## config.mk

```make
export PLATFORM = sky130hd
export DESIGN_NAME = ucb_bandit_arm_selector_top
export DESIGN_NICKNAME = d
export VERILOG_FILES = /design/src/rtl/ucbas_pkg.sv /design/src/rtl/ucbas_ram.sv /design/src/rtl/ucb_bandit_arm_selector_top.sv
export VERILOG_INCLUDE_DIRS = /design/src /design/src/rtl
export SDC_FILE = /design/constraint.sdc
export NUM_CORES = 2
export LEC_CHECK = 0
export ABC_AREA = 1
export BUFFER_PORTS_ARGS = -buffer_cell sky130_fd_sc_hd__buf_4
export CAP_MARGIN = 20
export CORE_AREA = 2 2 432 434
export CTS_CLUSTER_DIAMETER = 50
export CTS_CLUSTER_SIZE = 40
export DETAILED_ROUTE_END_ITERATION = 8
export DIE_AREA = 0 0 434 436
export PLACE_DENSITY = 0.79
export SLEW_MARGIN = 25
export SYNTH_ARGS = -nofsm -noshare
export SYNTH_HDL_FRONTEND = slang
export SYNTH_SLANG_ARGS = --single-unit
```

## constraint.sdc

```tcl
create_clock -name aclk -period 8.65 [get_ports aclk]
set_input_delay 0.4325 -clock aclk [delete_from_list [all_inputs] [get_ports aclk]]
set_output_delay 0.4325 -clock aclk [all_outputs]
set_load 0.05 [all_outputs]
```

## src/rtl/ucb_bandit_arm_selector_top_defines.svh

```systemverilog
// ----------------------------------------------------------------------------
// UCB bandit arm selector assertion macros
// Shared property forms for the checks in the bandit selector RTL.
// ----------------------------------------------------------------------------
`ifndef UCB_BANDIT_ARM_SELECTOR_TOP_DEFINES_SVH
`define UCB_BANDIT_ARM_SELECTOR_TOP_DEFINES_SVH

// Consequent must hold in the same cycle as the antecedent
`define UCBAS_ASSERT_SAME(lbl, clk, rstn, ante, cons, msg) \
    lbl: assert property (@(posedge clk) disable iff (!rstn) (ante) |-> (cons)) \
        else $error(msg);

// Consequent must hold in the cycle after the antecedent
`define UCBAS_ASSERT_NEXT(lbl, clk, rstn, ante, cons, msg) \
    lbl: assert property (@(posedge clk) disable iff (!rstn) (ante) |=> (cons)) \
        else $error(msg);

`endif

```

## src/rtl/ucbas_pkg.sv

```systemverilog
// ----------------------------------------------------------------------------
// UCB bandit arm selector package
// State encoding, fixed-point widths and constants of the selector.
// ----------------------------------------------------------------------------
package ucbas_pkg;

    // Natural log in Q.16 fits in 21 bits (31.99 * ln2)
    localparam int LN_W      = 21;
    localparam int LOG_STEPS = 16;
    // Square root operand q << 16 fits in 37 bits; one spare for res + bit
    localparam int SQ_W      = 38;
    localparam int SQ_STEPS  = 19;
    localparam int SCORE_W   = 24;
    localparam int EST_W     = 17;
    localparam int GAIN_W    = 16;
    localparam int ARMS_W    = 5;
    localparam int CFG_W     = 16;
    localparam int TOTAL_W   = 32;

    localparam logic [15:0]      LN2_Q16    = 16'd45426;
    localparam logic [EST_W-1:0] EST_HALF   = 17'd32768;
    localparam logic [EST_W-1:0] EST_ONE    = 17'd65536;
    localparam logic [GAIN_W-1:0] GAIN_RESET = 16'd4096;
    localparam logic [ARMS_W-1:0] ARMS_RESET = 5'd16;

    localparam logic CFG_GAIN = 1'b0;
    localparam logic CFG_ARMS = 1'b1;

    localparam logic MODE_CHOOSE = 1'b0;
    localparam logic MODE_REWARD = 1'b1;

    typedef enum logic [3:0] {
        S_IDLE,
        S_LOG_NORM,
        S_LOG_MUL,
        S_LOG_STEP,
        S_LN_MUL,
        S_LN_DONE,
        S_ARM_FETCH,
        S_ARM_LOAD,
        S_DIV,
        S_SQRT,
        S_TERM_MUL,
        S_SCORE,
        S_COMMIT,
        S_UPD_FETCH,
        S_UPD_LOAD,
        S_UPD_WRITE
    } state_t;

endpackage

```

## src/rtl/ucbas_ram.sv

```systemverilog
// ----------------------------------------------------------------------------
// Generic single-write RAM
// One write port and one read port with registered read data.
// ----------------------------------------------------------------------------
module ucbas_ram #(
    parameter int WIDTH = 8,
    parameter int DEPTH = 16
) (
    input  logic                     aclk,
    input  logic                     we,
    input  logic [$clog2(DEPTH)-1:0] waddr,
    input  logic [WIDTH-1:0]         wdata,
    input  logic [$clog2(DEPTH)-1:0] raddr,
    output logic [WIDTH-1:0]         rdata
);
    logic [WIDTH-1:0] mem [DEPTH];

    // Write and registered read
    always_ff @(posedge aclk) begin
        if (we) begin
            mem[waddr] <= wdata;
        end
        rdata <= mem[raddr];
    end
endmodule

```

## src/rtl/ucb_bandit_arm_selector_top.sv

```systemverilog
// ----------------------------------------------------------------------------
// UCB bandit arm selector
// Scores arms by estimate + c*sqrt(ln(round)/(pulls+1)) with one shared
// multiplier, a restoring divider and a bit-serial square root.
// ----------------------------------------------------------------------------
//  channel | ports                                   | handshake
//  --------+-----------------------------------------+-----------------
//  input   | s_mode, s_reward                        | s_valid/s_ready
//  result  | m_arm, m_arm_found, m_reward_accepted,  | m_valid/m_ready
//          | m_total_reward                          |
//  config  | cfg_index, cfg_data                     | cfg_we
//
// A choose word passes through the idle state, the leading-one shift, the log
// squaring and the ln scaling, then for each active arm a RAM read, a load,
// 21 divider steps, 19 square-root steps, a multiply and a compare, and last
// a commit. A reward word reads and loads the pending arm, runs the 21 divider
// steps and writes the estimate back before its commit; with nothing pending
// it goes straight to the commit. s_ready is high only when idle; commit
// stalls while the output register still holds an untaken word. Reset is
// synchronous and needs no clearing pass.
module ucb_bandit_arm_selector_top #(
    parameter int ARMS        = 16,
    parameter int COUNT_WIDTH = 32
) (
    input  logic        aclk,
    input  logic        aresetn,
    input  logic        s_valid,
    output logic        s_ready,
    input  logic        s_mode,
    input  logic        s_reward,
    output logic        m_valid,
    input  logic        m_ready,
    output logic [3:0]  m_arm,
    output logic        m_arm_found,
    output logic        m_reward_accepted,
    output logic [31:0] m_total_reward,
    input  logic        cfg_we,
    input  logic        cfg_index,
    input  logic [15:0] cfg_data
);
    import ucbas_pkg::*;

`include "ucb_bandit_arm_selector_top_defines.svh"

    localparam int ARM_W = (ARMS > 1) ? $clog2(ARMS) : 1;
    localparam int IDX_W = $clog2(ARMS + 1);
    localparam int DVW   = (COUNT_WIDTH + 1 > 32) ? COUNT_WIDTH + 1 : 32;
    localparam logic [SQ_W-1:0] SQ_BIT0 = SQ_W'(1) << 36;

    // Control state
    state_t                   state_reg, state_next;
    logic [GAIN_W-1:0]        gain_reg, gain_next;
    logic [ARMS_W-1:0]        arms_reg, arms_next;
    logic [31:0]              round_reg, round_next;
    logic [31:0]              points_reg, points_next;
    logic [ARM_W-1:0]         pending_reg, pending_next;
    logic                     pend_vld_reg, pend_vld_next;
    logic [ARMS-1:0]          est_vld_reg, est_vld_next;
    logic [ARMS-1:0]          pull_vld_reg, pull_vld_next;
    logic                     m_valid_reg, m_valid_next;

    // Datapath
    logic [31:0]              m_reg, m_next;
    logic [4:0]               e_reg, e_next;
    logic [LOG_STEPS-1:0]     frac_reg, frac_next;
    logic [4:0]               cnt_reg, cnt_next;
    logic [LN_W-1:0]          ln_reg, ln_next;
    logic [IDX_W-1:0]         idx_reg, idx_next;
    logic [SCORE_W-1:0]       best_reg, best_next;
    logic [ARM_W-1:0]         pick_reg, pick_next;
    logic [COUNT_WIDTH-1:0]   pick_pull_reg, pick_pull_next;
    logic [COUNT_WIDTH-1:0]   cur_pull_reg, cur_pull_next;
    logic                     have_reg, have_next;
    logic [EST_W-1:0]         est_reg, est_next;
    logic [LN_W-1:0]          dvd_reg, dvd_next;
    logic [DVW-1:0]           rem_reg, rem_next;
    logic [DVW-1:0]           dvs_reg, dvs_next;
    logic [SQ_W-1:0]          sq_v_reg, sq_v_next;
    logic [SQ_W-1:0]          sq_res_reg, sq_res_next;
    logic [SQ_W-1:0]          sq_bit_reg, sq_bit_next;
    logic                     upd_reg, upd_next;
    logic                     rew_reg, rew_next;
    logic [63:0]              prod_reg;
    logic [3:0]               r_arm_reg, r_arm_next;
    logic                     r_acc_reg, r_acc_next;
    logic [3:0]               m_arm_reg, m_arm_next;
    logic                     m_found_reg, m_found_next;
    logic                     m_acc_reg, m_acc_next;
    logic [31:0]              m_total_reg, m_total_next;

    // Shared multiplier operands
    logic [31:0]              mul_a, mul_b;

    // Memories
    logic [ARM_W-1:0]         rd_addr;
    logic [EST_W-1:0]         est_rdata, est_wdata;
    logic [COUNT_WIDTH-1:0]   pull_rdata, pull_wdata;
    logic                     est_we, pull_we;

    // Step helpers
    logic [IDX_W-1:0]         active;
    logic [DVW:0]             rem_sh;
    logic                     div_ge;
    logic [SQ_W-1:0]          sq_t;
    logic                     sq_ge;
    logic [32:0]              sq_m;
    logic [SCORE_W-1:0]       score;
    logic [EST_W-1:0]         est_clamp;
    logic                     slot_free;

    // Check helpers
    logic                     chk_points_ok;
    logic                     chk_commit;
    logic                     chk_out_idle;
    logic                     chk_found_idle;

    ucbas_ram #(.WIDTH(EST_W), .DEPTH(ARMS)) u_est_ram (
        .aclk (aclk),
        .we   (est_we),
        .waddr(pending_reg),
        .wdata(est_wdata),
        .raddr(rd_addr),
        .rdata(est_rdata)
    );

    ucbas_ram #(.WIDTH(COUNT_WIDTH), .DEPTH(ARMS)) u_pull_ram (
        .aclk (aclk),
        .we   (pull_we),
        .waddr(pick_reg),
        .wdata(pull_wdata),
        .raddr(rd_addr),
        .rdata(pull_rdata)
    );

    // Clamp arm count to the array size
    assign active = (32'(arms_reg) > ARMS) ? IDX_W'(ARMS) : IDX_W'(arms_reg);
    assign rd_addr = (state_reg == S_UPD_FETCH) ? pending_reg : idx_reg[ARM_W-1:0];

    // Restoring divider step
    assign rem_sh = {rem_reg, dvd_reg[LN_W-1]};
    assign div_ge = rem_sh >= {1'b0, dvs_reg};

    // Square-root step
    assign sq_t  = sq_res_reg + sq_bit_reg;
    assign sq_ge = sq_v_reg >= sq_t;

    // Log squaring and score
    assign sq_m  = prod_reg[63:31];
    assign score = SCORE_W'(est_reg) + SCORE_W'(prod_reg[34:12]);
    assign est_clamp = (est_rdata > EST_ONE) ? EST_ONE : est_rdata;

    assign slot_free = !m_valid_reg || m_ready;
    assign s_ready   = (state_reg == S_IDLE);

    assign m_valid           = m_valid_reg;
    assign m_arm             = m_arm_reg;
    assign m_arm_found       = m_found_reg;
    assign m_reward_accepted = m_acc_reg;
    assign m_total_reward    = m_total_reg;

    // Pick multiplier operands
    always_comb begin
        case (state_reg)
            S_LOG_MUL: begin
                mul_a = m_reg;
                mul_b = m_reg;
            end
            S_LN_MUL: begin
                mul_a = 32'({e_reg, frac_reg});
                mul_b = 32'(LN2_Q16);
            end
            default: begin
                mul_a = 32'(gain_reg);
                mul_b = 32'(sq_res_reg[SQ_STEPS-1:0]);
            end
        endcase
    end

    // Sequencer
    always_comb begin
        state_next     = state_reg;
        gain_next      = gain_reg;
        arms_next      = arms_reg;
        round_next     = round_reg;
        points_next    = points_reg;
        pending_next   = pending_reg;
        pend_vld_next  = pend_vld_reg;
        est_vld_next   = est_vld_reg;
        pull_vld_next  = pull_vld_reg;
        m_valid_next   = m_valid_reg;
        m_next         = m_reg;
        e_next         = e_reg;
        frac_next      = frac_reg;
        cnt_next       = cnt_reg;
        ln_next        = ln_reg;
        idx_next       = idx_reg;
        best_next      = best_reg;
        pick_next      = pick_reg;
        pick_pull_next = pick_pull_reg;
        cur_pull_next  = cur_pull_reg;
        have_next      = have_reg;
        est_next       = est_reg;
        dvd_next       = dvd_reg;
        rem_next       = rem_reg;
        dvs_next       = dvs_reg;
        sq_v_next      = sq_v_reg;
        sq_res_next    = sq_res_reg;
        sq_bit_next    = sq_bit_reg;
        upd_next       = upd_reg;
        rew_next       = rew_reg;
        r_arm_next     = r_arm_reg;
        r_acc_next     = r_acc_reg;
        m_arm_next     = m_arm_reg;
        m_found_next   = m_found_reg;
        m_acc_next     = m_acc_reg;
        m_total_next   = m_total_reg;
        est_we         = 1'b0;
        est_wdata      = est_reg;
        pull_we        = 1'b0;
        pull_wdata     = (pick_pull_reg == '1) ? pick_pull_reg : pick_pull_reg + 1'b1;

        // Drop the result word once taken
        if (m_valid_reg && m_ready) begin
            m_valid_next = 1'b0;
        end

        // Configuration writes
        if (cfg_we) begin
            case (cfg_index)
                CFG_GAIN: gain_next = cfg_data[GAIN_W-1:0];
                CFG_ARMS: arms_next = cfg_data[ARMS_W-1:0];
                default:  gain_next = gain_reg;
            endcase
        end

        case (state_reg)
            S_IDLE: begin
                if (s_valid) begin
                    r_arm_next   = '0;
                    r_acc_next   = 1'b0;
                    rew_next     = s_reward;
                    if (s_mode == MODE_CHOOSE) begin
                        upd_next  = 1'b0;
                        m_next    = round_reg;
                        e_next    = 5'd31;
                        frac_next = '0;
                        cnt_next  = '0;
                        state_next = (round_reg == '0) ? S_LN_MUL : S_LOG_NORM;
                        if (round_reg == '0) begin
                            e_next = '0;
                        end
                    end else begin
                        upd_next   = 1'b1;
                        state_next = pend_vld_reg ? S_UPD_FETCH : S_COMMIT;
                    end
                end
            end
            // Shift to the leading one
            S_LOG_NORM: begin
                if (m_reg[31]) begin
                    state_next = S_LOG_MUL;
                end else begin
                    m_next = {m_reg[30:0], 1'b0};
                    e_next = e_reg - 1'b1;
                end
            end
            S_LOG_MUL: begin
                state_next = S_LOG_STEP;
            end
            // Square the mantissa, take one fraction bit
            S_LOG_STEP: begin
                frac_next = {frac_reg[LOG_STEPS-2:0], sq_m[32]};
                m_next    = sq_m[32] ? sq_m[32:1] : sq_m[31:0];
                cnt_next  = cnt_reg + 1'b1;
                state_next = (cnt_reg == 5'(LOG_STEPS - 1)) ? S_LN_MUL : S_LOG_MUL;
            end
            S_LN_MUL: begin
                state_next = S_LN_DONE;
            end
            S_LN_DONE: begin
                ln_next   = prod_reg[LN_W+15:16];
                idx_next  = '0;
                best_next = '0;
                have_next = 1'b0;
                pick_next = '0;
                state_next = (active == '0) ? S_COMMIT : S_ARM_FETCH;
            end
            S_ARM_FETCH: begin
                state_next = S_ARM_LOAD;
            end
            // Load arm state, start divide ln / (pulls + 1)
            S_ARM_LOAD: begin
                cur_pull_next = pull_vld_reg[idx_reg[ARM_W-1:0]] ? pull_rdata : '0;
                est_next = est_vld_reg[idx_reg[ARM_W-1:0]] ? est_rdata : EST_HALF;
                dvs_next = DVW'(pull_vld_reg[idx_reg[ARM_W-1:0]] ? pull_rdata : '0)
                           + DVW'(1);
                dvd_next = ln_reg;
                rem_next = '0;
                cnt_next = '0;
                state_next = S_DIV;
            end
            S_DIV: begin
                rem_next = div_ge ? DVW'(rem_sh - {1'b0, dvs_reg}) : rem_sh[DVW-1:0];
                dvd_next = {dvd_reg[LN_W-2:0], div_ge};
                cnt_next = cnt_reg + 1'b1;
                if (cnt_reg == 5'(LN_W - 1)) begin
                    if (upd_reg) begin
                        state_next = S_UPD_WRITE;
                    end else begin
                        sq_v_next   = SQ_W'({dvd_reg[LN_W-2:0], div_ge, 16'b0});
                        sq_res_next = '0;
                        sq_bit_next = SQ_BIT0;
                        cnt_next    = '0;
                        state_next  = S_SQRT;
                    end
                end
            end
            S_SQRT: begin
                sq_v_next   = sq_ge ? sq_v_reg - sq_t : sq_v_reg;
                sq_res_next = sq_ge ? (sq_res_reg >> 1) + sq_bit_reg : sq_res_reg >> 1;
                sq_bit_next = sq_bit_reg >> 2;
                cnt_next    = cnt_reg + 1'b1;
                if (cnt_reg == 5'(SQ_STEPS - 1)) begin
                    state_next = S_TERM_MUL;
                end
            end
            S_TERM_MUL: begin
                state_next = S_SCORE;
            end
            // Keep the first strictly greatest score
            S_SCORE: begin
                if (score > best_reg) begin
                    best_next      = score;
                    pick_next      = idx_reg[ARM_W-1:0];
                    pick_pull_next = cur_pull_reg;
                    have_next      = 1'b1;
                end
                idx_next = idx_reg + 1'b1;
                state_next = (idx_reg + 1'b1 < active) ? S_ARM_FETCH : S_COMMIT;
            end
            S_UPD_FETCH: begin
                state_next = S_UPD_LOAD;
            end
            S_UPD_LOAD: begin
                est_next = est_vld_reg[pending_reg] ? est_clamp : EST_HALF;
                dvd_next = LN_W'(rew_reg ? EST_ONE - (est_vld_reg[pending_reg] ?
                           est_clamp : EST_HALF) : (est_vld_reg[pending_reg] ?
                           est_clamp : EST_HALF));
                dvs_next = (round_reg == '0) ? DVW'(1) : DVW'(round_reg);
                rem_next = '0;
                cnt_next = '0;
                state_next = S_DIV;
            end
            // Move the estimate toward the reward
            S_UPD_WRITE: begin
                est_we    = 1'b1;
                est_wdata = rew_reg ? est_reg + dvd_reg[EST_W-1:0]
                                    : est_reg - dvd_reg[EST_W-1:0];
                est_vld_next[pending_reg] = 1'b1;
                pend_vld_next = 1'b0;
                if (round_reg != '1) begin
                    round_next = round_reg + 1'b1;
                end
                if (rew_reg && points_reg != '1) begin
                    points_next = points_reg + 1'b1;
                end
                r_acc_next = 1'b1;
                state_next = S_COMMIT;
            end
            // Count the pull of a found arm and hand the word to the output register
            S_COMMIT: begin
                if (slot_free) begin
                    if (!upd_reg && have_reg) begin
                        pull_we = 1'b1;
                        pull_vld_next[pick_reg] = 1'b1;
                        pending_next  = pick_reg;
                        pend_vld_next = 1'b1;
                    end
                    m_arm_next   = (!upd_reg && have_reg) ? 4'(pick_reg) : r_arm_reg;
                    m_found_next = !upd_reg && have_reg;
                    m_acc_next   = r_acc_reg;
                    m_total_next = points_reg;
                    m_valid_next = 1'b1;
                    state_next   = S_IDLE;
                end
            end
            default: begin
                state_next = S_IDLE;
            end
        endcase
    end

    // Control registers
    always_ff @(posedge aclk) begin
        if (!aresetn) begin
            state_reg    <= S_IDLE;
            gain_reg     <= GAIN_RESET;
            arms_reg     <= ARMS_RESET;
            round_reg    <= 32'd1;
            points_reg   <= '0;
            pending_reg  <= '0;
            pend_vld_reg <= 1'b0;
            est_vld_reg  <= '0;
            pull_vld_reg <= '0;
            m_valid_reg  <= 1'b0;
        end else begin
            state_reg    <= state_next;
            gain_reg     <= gain_next;
            arms_reg     <= arms_next;
            round_reg    <= round_next;
            points_reg   <= points_next;
            pending_reg  <= pending_next;
            pend_vld_reg <= pend_vld_next;
            est_vld_reg  <= est_vld_next;
            pull_vld_reg <= pull_vld_next;
            m_valid_reg  <= m_valid_next;
        end
    end

    // Datapath registers
    always_ff @(posedge aclk) begin
        prod_reg      <= mul_a * mul_b;
        m_reg         <= m_next;
        e_reg         <= e_next;
        frac_reg      <= frac_next;
        cnt_reg       <= cnt_next;
        ln_reg        <= ln_next;
        idx_reg       <= idx_next;
        best_reg      <= best_next;
        pick_reg      <= pick_next;
        pick_pull_reg <= pick_pull_next;
        cur_pull_reg  <= cur_pull_next;
        have_reg      <= have_next;
        est_reg       <= est_next;
        dvd_reg       <= dvd_next;
        rem_reg       <= rem_next;
        dvs_reg       <= dvs_next;
        sq_v_reg      <= sq_v_next;
        sq_res_reg    <= sq_res_next;
        sq_bit_reg    <= sq_bit_next;
        upd_reg       <= upd_next;
        rew_reg       <= rew_next;
        r_arm_reg     <= r_arm_next;
        r_acc_reg     <= r_acc_next;
        m_arm_reg     <= m_arm_next;
        m_found_reg   <= m_found_next;
        m_acc_reg     <= m_acc_next;
        m_total_reg   <= m_total_next;
    end

    // Checks
    assign chk_points_ok  = (points_reg < round_reg) || (round_reg == '1);
    assign chk_commit     = (state_reg == S_COMMIT) && slot_free;
    assign chk_out_idle   = m_valid_reg && (state_reg == S_IDLE);
    assign chk_found_idle = m_valid_reg && m_found_reg && (state_reg == S_IDLE);

    `UCBAS_ASSERT_SAME(a_round_nonzero, aclk, aresetn, 1'b1, round_reg != '0, "round is zero")
    `UCBAS_ASSERT_SAME(a_points_bound, aclk, aresetn, 1'b1, chk_points_ok, "points exceed rounds")
    `UCBAS_ASSERT_NEXT(a_commit_out, aclk, aresetn, chk_commit, chk_out_idle, "commit lost word")
    `UCBAS_ASSERT_SAME(a_found_pending, aclk, aresetn, chk_found_idle, pend_vld_reg, "no pending")

endmodule

```

==> results.toml <==
[worst_setup_path]
required_ns = 9.27
crit_type = "reg2reg"
critPathArrivalTime_ns = 9.08
path_delay_family = "adder cells"
cpPeakStageDelay_ns = 0.71
path_buf_inv = 9
crit_fanout = 13
end_kind = "flip-flop"
worst_path_max_delay_cell = "fa_1"
cpMostUsedCell = "fa_1"
start_kind = "flip-flop"

[route]
wire_per_inst_um = 24.0
vias = 81700
drtIter0Drc = 9920
viasPerCell = 5.89
dr.pass1.iters = 8
route.detailed.drc = 0
postRouteAntennaNets = 0
wl_um = 333000

[placed_design]
port_buffers = 63
place.gp.congestion = 1.01
placed_cell_area_sq_um = 106000
dpl.hpwl_um = 250000

[sta]
maxSlewViolCount = 0
max_freq_mhz = 118
skew_ns = 0.0822
rsz0062_at_grt = "true"
setup_tns_ns = 0
min_period_ns = 8.45
setup_viol = 0
slew_headroom = 0.243
hold_violations = 0
tightest_slew_ns = 1.14
post-route-period-util = 0.977
timing.hold.ws_ns = 0.0701

[die]
die_x_um = 434
die_area_sq_um = 189000
core_area_sq_um = 185000
fp-row-count = 158
die_y_um = 436
io_pins = 64
start_util = 0.547

[cts]
tritoncts = "built"
clock_latency_ns = 0.84
cts_inserted_buffers = 134
cts_root_buffer = "clkbuf_16"
clock_path_buffers = 3
clkTransAtPathRegs_ns = 0.06
htree_levels = 4
cts_sinks = 1429

[synth]
yosysSeqAreaShare = 0.402
synthesis.nets = 12400
synthArstFlopShare = 0
ys_warn_count = 0
synthTopCellsByCount = "nor2_1, inv_1, nand2_1, edfxtp_1, fa_1"
synth_cells = 11100
synth_seq_cells = 1429
ys.flop_type = "edfxtp_1"
ys_types = 66
yosys.area.top_type_share = 0.357
syn_avg_cell_area_sq_um = 9.11
synth_enable_flop_cells = 1201
synth_area_sq_um = 101000
synth_area_leaders = "edfxtp_1, fa_1, nor2_1"
yosysMostFrequentCell = "nor2_1"
yosysTopAreaCell = "edfxtp_1"

[global_routing]
met3_usage = 0.0733
use_met2 = 0.526
overflow = 0
grtUsageTotal = 0.353
grt_antenna_before_repair = 15
met1_usage = 0.516
grt_pass1_vias = 81300
grt_first_pass_wirelength_um = 500000
grt_max_degree = 246
busiest_layer = "met2"

[job]
cap_violations = 0

[final_layout]
nFillCells = 15600
design_area_sq_um = 112000
largest_reg_flops = 512
layout.nets = 12600
seqCellArea_sq_um = 40600
multi_input_area_sq_um = 52400
layout-drive-gt1-share = 0.0757
area_growth_pct = 10.8

[run_status]
status = "completed"

[worst_hold_path]
hold_path_class = "in2reg"
## path summary, 6_finish.rpt
kind	from	end	slack (ns)	cells past startpoint
setup / recovery	state_reg[2]$_SDFFE_PN0P_	prod_reg[36]$_DFF_P_	0.20	30
hold / removal	m_ready	m_valid$_SDFF_PN0_	0.07	4
setup reg to reg	state_reg[2]$_SDFFE_PN0P_	prod_reg[36]$_DFF_P_	0.20	30
hold reg to reg	cur_pull_reg[14]$_SDFFCE_PN0P_	pick_pull_reg[14]$_DFFE_PP_	0.41	0
## metrics by stage
stage / std cells / utilization / setup WS [ns]
floorplan: 11100 / - / 1.24
global placement: 13600 / 0.576 / 0.226
detailed placement: 13600 / 0.576 / 0.169
CTS: 13900 / 0.605 / 0.116
global route: 13900 / 0.606 / -0.0465
finish: 13900 / 0.606 / 0.195
## layout make-up
cell class,count,share of cell area
tap,2480,0.0277
timing repair buffer,464,0.0349
clock inverter,109,0.0148
antenna,5,0.000112
sequential,1429,0.363
inverter,1808,0.0608
multi-input combinational,7427,0.468
clock buffer,140,0.0305
## timing repair
item	CTS	global route
hold buffers	19	0
hold endpoints to repair	20	0
setup endpoints to repair	0	40
setup buffers	0	6
gates resized for setup	0	23
## layout by cell type (no fill, tap or decap), drive strengths merged, types with 39 or more instances in the layout
cell and n:
xor2 155, a21oi 402, nand2 1694, nand3 368, nor4 39, fa 882
nand4 72, clkbuf 140, edfxtp 1201, ha 441, nor2 1855, o211ai 83
o22ai 71, buf 445, o221ai 154, dfxtp 228, a31oi 42, clkinv 62
xnor2 76, nor3 96, inv 1843, o21ai 786
## cells by family (layout without fill, tap and decap cells)
family | Yosys count | after routing | synth area share
other | 0 | 5 | 0
xor gates and xnor gates | 231 | 231 | 0.0200
muxes | 1 | 1 | 0.000111
and+or+nand+nor | 4178 | 4178 | 0.166
DFF | 1429 | 1429 | 0.402
buffers and inverters | 2230 | 2521 | 0.0840
AOI/OAI and AO/OA | 1694 | 1694 | 0.0981
adders and majority gates | 1323 | 1323 | 0.229
## worst min-delay path, cell delays in order
cell and delay (ns):
buf_4 0.11, nor2_1 0.08, inv_1 0.11, a21oi_1 0.08
## per-layer routing
metal  share of wire  vias up
met5         0.00014        -
met4           0.035        8
met3            0.11      687
met2            0.44     4451
met1            0.41    40100
li1                -    36400
Power is not shown: default switching activity piles up to over one toggle a cycle in this logic, so the estimate is an artifact.
